## src/sv/fcsd_pkg.sv

```systemverilog
// Shared types and constants for the friend code checksum and digit unit.
// Holds the controller state encoding, the command and status structs and
// the SHA-1 constants. Depends on nothing.
package fcsd_pkg;

  localparam int unsigned IdW     = 32;
  localparam int unsigned SumW    = 7;
  localparam int unsigned CodeW   = IdW + SumW;
  localparam int unsigned Digits  = 12;
  localparam int unsigned BcdW    = 4 * Digits;
  localparam int unsigned Rounds  = 80;
  localparam int unsigned CntW    = 7;

  localparam logic [1:0] PH_CH   = 2'd0;
  localparam logic [1:0] PH_PAR1 = 2'd1;
  localparam logic [1:0] PH_MAJ  = 2'd2;
  localparam logic [1:0] PH_PAR2 = 2'd3;

  localparam logic [31:0] RoundK [4] = '{
    32'h5A827999, 32'h6ED9EBA1, 32'h8F1BBCDC, 32'hCA62C1D6
  };

  localparam logic [31:0] H0Init = 32'h67452301;
  localparam logic [31:0] H1Init = 32'hEFCDAB89;
  localparam logic [31:0] H2Init = 32'h98BADCFE;
  localparam logic [31:0] H3Init = 32'h10325476;
  localparam logic [31:0] H4Init = 32'hC3D2E1F0;

  localparam logic [31:0] PadWord = 32'h80000000;
  localparam logic [31:0] LenWord = 32'd32;

  typedef enum logic [5:0] {
    ST_IDLE = 6'b000001,
    ST_HASH = 6'b000010,
    ST_FIN  = 6'b000100,
    ST_CONV = 6'b001000,
    ST_EMIT = 6'b010000,
    ST_NOID = 6'b100000
  } state_e;

  typedef struct packed {
    logic       load;
    logic       round;
    logic [1:0] phase;
    logic       finish;
    logic       dabble;
    logic       shift_out;
  } cmd_t;

  typedef struct packed {
    logic id_zero;
  } status_t;

endpackage

```

## src/sv/fcsd_datapath.sv

```systemverilog
// Datapath: SHA-1 round unit with a sliding message schedule, checksum
// capture, binary to BCD shift-and-add-3 converter and digit shifter.
// Depends on fcsd_pkg; driven by fcsd_ctrl commands.
module fcsd_datapath (
  input  logic                         clk_i,
  input  logic [31:0]                  principal_id_i,
  input  fcsd_pkg::cmd_t               cmd_i,
  output fcsd_pkg::status_t            status_o,
  output logic [3:0]                   digit_o,
  output logic [6:0]                   checksum_o,
  output logic [38:0]                  friend_code_o
);
  import fcsd_pkg::*;

  logic [31:0]      w_q [16];
  logic [31:0]      a_q, b_q, c_q, d_q, e_q;
  logic [CodeW-1:0] code_q;
  logic [CodeW-1:0] bin_q;
  logic [BcdW-1:0]  bcd_q;

  logic [31:0]     f;
  logic [31:0]     t;
  logic [31:0]     w_new;
  logic [31:0]     h0_sum;
  logic [BcdW-1:0] bcd_adj;

  function automatic logic [31:0] rotl(input logic [31:0] v, input int unsigned n);
    rotl = (v << n) | (v >> (32 - n));
  endfunction

  always_comb begin
    case (cmd_i.phase) inside
      PH_CH:            f = (b_q & c_q) | (~b_q & d_q);
      PH_MAJ:           f = (b_q & c_q) | (b_q & d_q) | (c_q & d_q);
      PH_PAR1, PH_PAR2: f = b_q ^ c_q ^ d_q;
      default:          f = b_q ^ c_q ^ d_q;
    endcase
  end

  assign t      = rotl(a_q, 5) + f + e_q + RoundK[cmd_i.phase] + w_q[0];
  assign w_new  = rotl(w_q[13] ^ w_q[8] ^ w_q[2] ^ w_q[0], 1);
  assign h0_sum = H0Init + a_q;

  always_comb begin
    for (int i = 0; i < Digits; i++) begin
      bcd_adj[4*i +: 4] = (bcd_q[4*i +: 4] >= 4'd5) ? bcd_q[4*i +: 4] + 4'd3
                                                     : bcd_q[4*i +: 4];
    end
  end

  always_ff @(posedge clk_i) begin
    if (cmd_i.load) begin
      for (int i = 2; i < 15; i++) begin
        w_q[i] <= '0;
      end
      w_q[0]  <= {principal_id_i[7:0], principal_id_i[15:8],
                  principal_id_i[23:16], principal_id_i[31:24]};
      w_q[1]  <= PadWord;
      w_q[15] <= LenWord;
      a_q     <= H0Init;
      b_q     <= H1Init;
      c_q     <= H2Init;
      d_q     <= H3Init;
      e_q     <= H4Init;
      code_q  <= {{SumW{1'b0}}, principal_id_i};
      bin_q   <= '0;
      bcd_q   <= '0;
    end else if (cmd_i.round) begin
      for (int i = 0; i < 15; i++) begin
        w_q[i] <= w_q[i+1];
      end
      w_q[15] <= w_new;
      a_q     <= t;
      b_q     <= a_q;
      c_q     <= rotl(b_q, 30);
      d_q     <= c_q;
      e_q     <= d_q;
    end else if (cmd_i.finish) begin
      code_q <= {h0_sum[31:25], code_q[IdW-1:0]};
      bin_q  <= {h0_sum[31:25], code_q[IdW-1:0]};
    end else if (cmd_i.dabble) begin
      bcd_q <= {bcd_adj[BcdW-2:0], bin_q[CodeW-1]};
      bin_q <= {bin_q[CodeW-2:0], 1'b0};
    end else if (cmd_i.shift_out) begin
      bcd_q <= {bcd_q[BcdW-5:0], 4'd0};
    end
  end

  assign status_o.id_zero = (principal_id_i == '0);
  assign digit_o          = bcd_q[BcdW-1 -: 4];
  assign checksum_o       = code_q[CodeW-1 -: SumW];
  assign friend_code_o    = code_q;

endmodule

```

## src/sv/fcsd_ctrl.sv

```systemverilog
// Controller: sequences load, 80 hash rounds, checksum capture, 39 BCD
// steps and 12 digit items. Depends on fcsd_pkg; drives fcsd_datapath.
module fcsd_ctrl (
  input  logic              clk_i,
  input  logic              rst_ni,
  input  logic              in_valid_i,
  output logic              in_ready_o,
  output logic              out_valid_o,
  input  logic              out_ready_i,
  output logic              last_o,
  output logic              no_identity_o,
  input  fcsd_pkg::status_t status_i,
  output fcsd_pkg::cmd_t    cmd_o
);
  import fcsd_pkg::*;

  state_e          state_q, state_d;
  logic [CntW-1:0] cnt_q, cnt_d;

  logic in_fire, out_fire, cnt_end;

  assign in_fire  = in_valid_i && in_ready_o;
  assign out_fire = out_valid_o && out_ready_i;

  always_comb begin
    cmd_o   = '0;
    state_d = state_q;
    cnt_d   = cnt_q;
    cnt_end = 1'b0;
    if (cnt_q < CntW'(20)) begin
      cmd_o.phase = PH_CH;
    end else if (cnt_q < CntW'(40)) begin
      cmd_o.phase = PH_PAR1;
    end else if (cnt_q < CntW'(60)) begin
      cmd_o.phase = PH_MAJ;
    end else begin
      cmd_o.phase = PH_PAR2;
    end
    unique case (state_q)
      ST_IDLE: begin
        if (in_valid_i) begin
          cmd_o.load = 1'b1;
          cnt_d      = '0;
          state_d    = status_i.id_zero ? ST_NOID : ST_HASH;
        end
      end
      ST_HASH: begin
        cmd_o.round = 1'b1;
        cnt_end     = (cnt_q == CntW'(Rounds - 1));
        cnt_d       = cnt_end ? '0 : cnt_q + 1'b1;
        if (cnt_end) begin
          state_d = ST_FIN;
        end
      end
      ST_FIN: begin
        cmd_o.finish = 1'b1;
        cnt_d        = '0;
        state_d      = ST_CONV;
      end
      ST_CONV: begin
        cmd_o.dabble = 1'b1;
        cnt_end      = (cnt_q == CntW'(CodeW - 1));
        cnt_d        = cnt_end ? '0 : cnt_q + 1'b1;
        if (cnt_end) begin
          state_d = ST_EMIT;
        end
      end
      ST_EMIT: begin
        if (out_ready_i) begin
          cmd_o.shift_out = 1'b1;
          cnt_end         = (cnt_q == CntW'(Digits - 1));
          cnt_d           = cnt_end ? '0 : cnt_q + 1'b1;
          if (cnt_end) begin
            state_d = ST_IDLE;
          end
        end
      end
      ST_NOID: begin
        if (out_ready_i) begin
          state_d = ST_IDLE;
        end
      end
      default: state_d = ST_IDLE;
    endcase
  end

  always_ff @(posedge clk_i or negedge rst_ni) begin
    if (!rst_ni) begin
      state_q <= ST_IDLE;
      cnt_q   <= '0;
    end else begin
      state_q <= state_d;
      cnt_q   <= cnt_d;
    end
  end

  assign in_ready_o    = (state_q == ST_IDLE);
  assign out_valid_o   = (state_q == ST_EMIT) || (state_q == ST_NOID);
  assign no_identity_o = (state_q == ST_NOID);
  assign last_o        = (state_q == ST_NOID) ||
                         ((state_q == ST_EMIT) && (cnt_q == CntW'(Digits - 1)));

  a_busy_after_accept: assert property (@(posedge clk_i) disable iff (!rst_ni)
    in_fire |=> !in_ready_o)
    else $error("input accepted twice in a row");

  a_hash_to_finish: assert property (@(posedge clk_i) disable iff (!rst_ni)
    (state_q == ST_HASH) && (cnt_q == CntW'(Rounds - 1)) |=> (state_q == ST_FIN))
    else $error("hash did not end after the last round");

  a_idle_after_last: assert property (@(posedge clk_i) disable iff (!rst_ni)
    out_fire && last_o |=> in_ready_o)
    else $error("not idle after last item");

  a_noid_is_last: assert property (@(posedge clk_i) disable iff (!rst_ni)
    no_identity_o |-> last_o && out_valid_o)
    else $error("no-identity item not flagged last");

endmodule

```

## src/sv/friend_code_sha1_digits_unit.sv

```systemverilog
// Friend code unit: takes a 32-bit principal id, computes a 7-bit SHA-1
// checksum and emits the 39-bit friend code as 12 decimal digit items,
// most significant first. Each id takes a load step, 80 hash rounds (one
// SHA-1 round per cycle in the shared round unit), a checksum step and 39
// BCD conversion steps, then 12 digit items at one per cycle while the
// output is ready. An id of zero yields a single item flagged no_identity
// and last, valid in the cycle after acceptance. A new id is taken only
// after the last item of the previous one has left.
module friend_code_sha1_digits_unit (
  input  logic        clk_i,
  input  logic        rst_ni,
  input  logic        in_valid_i,
  output logic        in_ready_o,
  input  logic [31:0] principal_id_i,
  output logic        out_valid_o,
  input  logic        out_ready_i,
  output logic [3:0]  digit_o,
  output logic        last_o,
  output logic        no_identity_o,
  output logic [6:0]  checksum_o,
  output logic [38:0] friend_code_o
);
  import fcsd_pkg::*;

  cmd_t    cmd;
  status_t status;

  fcsd_ctrl u_ctrl (
    .clk_i         (clk_i),
    .rst_ni        (rst_ni),
    .in_valid_i    (in_valid_i),
    .in_ready_o    (in_ready_o),
    .out_valid_o   (out_valid_o),
    .out_ready_i   (out_ready_i),
    .last_o        (last_o),
    .no_identity_o (no_identity_o),
    .status_i      (status),
    .cmd_o         (cmd)
  );

  fcsd_datapath u_datapath (
    .clk_i          (clk_i),
    .principal_id_i (principal_id_i),
    .cmd_i          (cmd),
    .status_o       (status),
    .digit_o        (digit_o),
    .checksum_o     (checksum_o),
    .friend_code_o  (friend_code_o)
  );

endmodule

```

## config.mk

```make
export PLATFORM = sky130hd
export DESIGN_NAME = friend_code_sha1_digits_unit
export DESIGN_NICKNAME = d
export VERILOG_FILES = /design/src/sv/fcsd_pkg.sv /design/src/sv/fcsd_datapath.sv /design/src/sv/fcsd_ctrl.sv /design/src/sv/friend_code_sha1_digits_unit.sv
export SDC_FILE = /design/constraint.sdc
export NUM_CORES = 2
export LEC_CHECK = 0
export ABC_AREA = 1
export BUFFER_PORTS_ARGS = -buffer_cell sky130_fd_sc_hd__buf_2
export CORE_MARGIN = 2
export CORE_UTILIZATION = 45
export CTS_CLUSTER_DIAMETER = 100
export DETAILED_ROUTE_END_ITERATION = 16
export GPL_TIMING_DRIVEN = 0
export PLACE_DENSITY_LB_ADDON = 0.15
export SLEW_MARGIN = 20
export SYNTH_ARGS = -nofsm -noshare
export SYNTH_HDL_FRONTEND = slang
export SYNTH_HIERARCHICAL = 1
export SYNTH_SLANG_ARGS = --single-unit
```

## constraint.sdc

```tcl
create_clock -name clk_i -period 17.86 [get_ports clk_i]
set_clock_uncertainty 0.05 [all_clocks]
set_input_delay 0 -clock clk_i [delete_from_list [all_inputs] [get_ports clk_i]]
set_output_delay 0 -clock clk_i [all_outputs]
set_load 0.01 [all_outputs]
```

==> summary.txt <==
Aggregate global-route resource usage: 25.6%
Clk root buf: clkbuf_16
Cells after Synth: 4314
Hold path depth: 2
Clock Sinks: 811
Hold Startpoint: principal_id_i[12]
First-pass GRT wire length: 169 mm
Crit end category: flip-flop
Placed Area: 40600 um2
F_max: 0.127 GHz
Antenna-violating nets left: 0
M2 GR Usage: 41.8%
Max_slew headroom: 28.8%
R2R Path End: u_datapath/a_q[15]
M1 GR Usage: 35.7%
H-tree depth: 3
CTS tree: built
# IOs: 90
Max-slew violation count: 0
GR Util met3: 3.37%
Worst setup path startpoint: u_ctrl/cnt_q[4]
Setup violators final: 0
Via density: 5.06
Part of the Yosys area used for sequential elements: 52.4%
Nets: 4768
Final Critical Period: 7870 ps
Fin. Hold Viols: 0
Multi-input logic area: 14200 um2
Mean Syn Cell Area: 8.91 um2
Core area: 84900 um2
Die X: 296 um
WL final: 112 mm
Worst hold path class: primary input to flip-flop
Pin count of the biggest net entering global routing: 55
Worst Max-Slew Pin Slew: 1050 ps
Vias in the first global route: 27712
Synth Register Bits: 811
Residual DRC: 0
Warnings from Yosys: 6
Initial antenna violation count: 4
Die Height: 296 um
Filler cells: 8107
Clock-pin slew on the worst setup and hold paths: 60 ps
Main area contributors after synthesis: edfxtp_1 30%, dfxtp_1 22%, inv_1 8.6%
Clk_lat worst skew: 670 ps
FFs w/ async S/R, synth: 1.60%
Final HPWL from detailed placement: 83.6 mm
CTS Buf Count: 89
Startpoint Class: flip-flop
Req. time, crit path: 18300 ps
Clock Path Buffers: 3
Post-synth EDFFs: 384
Initial core utilization: 45.3%
Total number of vias: 29160
Top Usage Layer GRT: met2
Synthesized area: 38400 um2
Worst Path Max Fanout: 10
Row count: 107
Final cell area excluding filler cells: 43900 um2
Synth area leader: edfxtp_1
Buffers on Ports: 89
Synthesized net count: 4540
Gr ovfl total: 0
Die ar.: 87700 um2
Post-CTS Setup Bufs: 0
Top_reg_cell synth: dfxtp_1
Final GP Congestion: 0.978
RR Startpoint: u_ctrl/cnt_q[4]
Final period util: 44.1%
Status: completed
Crit-path slowest cell: o41ai_1
MaxCap Viol Count: 0
Area delta synth->final: 14.3%
Flop2flop setup slack: 9990 ps
DR iter-0 viols: 2394
Resized Gates After CTS: 0
Arr. time, crit path: 8310 ps
Synth top area share: 30.0%
WL per Instance: 19.4 um
FF/Latch Area: 20100 um2
Crit path capture: u_datapath/a_q[15]
CP peak stage delay: 850 ps
CTS Hold Bufs: 38
RSZ-0062 raised after global routing: false
WS Path Type: flip-flop to flip-flop
Synth cell types: 46
Share of cells above drive strength 1: 7.63%
Total iterations of the first detailed-routing run: 5
R2R cell count: 30
-- layer usage --
| metal | vias to the layer above | wire length [um] |
|---|---|---|
| li1 | 14276 | - |
| met1 | 13945 | 50800 |
| met2 | 779 | 51800 |
| met3 | 160 | 5860 |
| met4 | 0 | 3170 |
| met5 | - | 0 |
-- critical path: cells and delay by family, from the launching register on --
kind | cells | cell delay [ps]
adder cells (fa/ha/maj) | 6 | 2480
buffers and inverters | 9 | 2000
AO/OA/AOI/OAI | 7 | 1960
AND/OR/NAND/NOR | 8 | 850
flip-flops | 1 | 350
-- cells in the final DEF (no fill, tap or decap), types with 15 or more instances in the layout --
cell type	n
a21oi_1	170
a221oi_1	26
a22oi_1	78
a31oi_1	34
buf_2	125
clkbuf_1	150
clkbuf_16	90
clkinv_2	18
dfxtp_1	414
dlygate4sd3_1	38
edfxtp_1	384
fa_1	120
ha_1	70
inv_1	878
nand2_1	675
nand3_1	107
nand4_1	15
nor2_1	517
o21ai_0	216
o22ai_1	198
or2_2	32
xnor2_1	35
xor2_1	47
-- cells in the mapped netlist (all sizes together), types with 32 or more instances --
master	n
nand2	681
o21ai	222
o22ai	198
inv	889
clkbuf	131
nor2	531
dfxtp	414
nand3	108
xnor2	35
or2	32
ha	70
buf	53
xor2	47
fa	120
edfxtp	384
a31oi	34
a21oi	170
a22oi	78
-- area by class of cell --
class / instances / area share, %
multi-input combinational: 2427 / 32.2
tap: 1144 / 3.26
antenna: 2 / 0.0114
timing repair buffer: 137 / 2.44
clock buffer: 123 / 5.71
buffer: 184 / 1.79
inverter: 892 / 7.62
clock inverter: 42 / 1.08
sequential: 811 / 45.9
-- metrics by stage --
step	utilization, %	TNS [ps]	instances	hold WS [ps]	setup slack, ps
final	51.8	0	5762	80.7	9990
after global routing	51.7	0	5760	65.0	9660
after CTS	51.7	0	5760	41.3	10140
after detailed placement	47.8	0	5557	-124	10140
after global placement	47.5	-707820	5547	-128	-2720
after floorplan	-	0	4314	-346	4190
-- worst min-delay path by stage --
stage / to / slack, ps
6_report: u_datapath/friend_code_o[12] / 80
3_3_place_gp: u_ctrl/state_q[2] / -130
3_5_place_dp: u_ctrl/state_q[2] / -120
4_1_cts: u_datapath/friend_code_o[14] / 40
5_1_grt: u_datapath/friend_code_o[9] / 60
2_1_floorplan: u_ctrl/cnt_q[0] / -350
-- flip-flops by register name (all words and copies together), names as in the netlist --
register / flops
u_ctrl/cnt_q: 7
u_datapath/w_q: 512
u_datapath/d_q: 32
u_datapath/friend_code_o: 39
u_datapath/bcd_q: 48
u_ctrl/state_q: 6
u_datapath/a_q: 32
u_datapath/c_q: 32
u_datapath/b_q: 32
u_datapath/bin_q: 39
u_datapath/e_q: 32
-- logic make-up (layout without fill, tap and decap cells) --
family | after synthesis | after routing | share of synthesized area [%]
AO/OA/AOI/OAI | 764 | 764 | 11.7
flip-flops | 811 | 811 | 52.4
XOR/XNOR | 82 | 82 | 1.87
buffers and inverters | 1076 | 1378 | 10.7
other | 0 | 2 | 0
adder cells (fa/ha/maj) | 190 | 190 | 8.53
AND/OR/NAND/NOR | 1391 | 1391 | 14.7
Power is left out: the tool's default activity adds up to more than one toggle a clock period on the data nets, which glitch-free logic cannot reach.
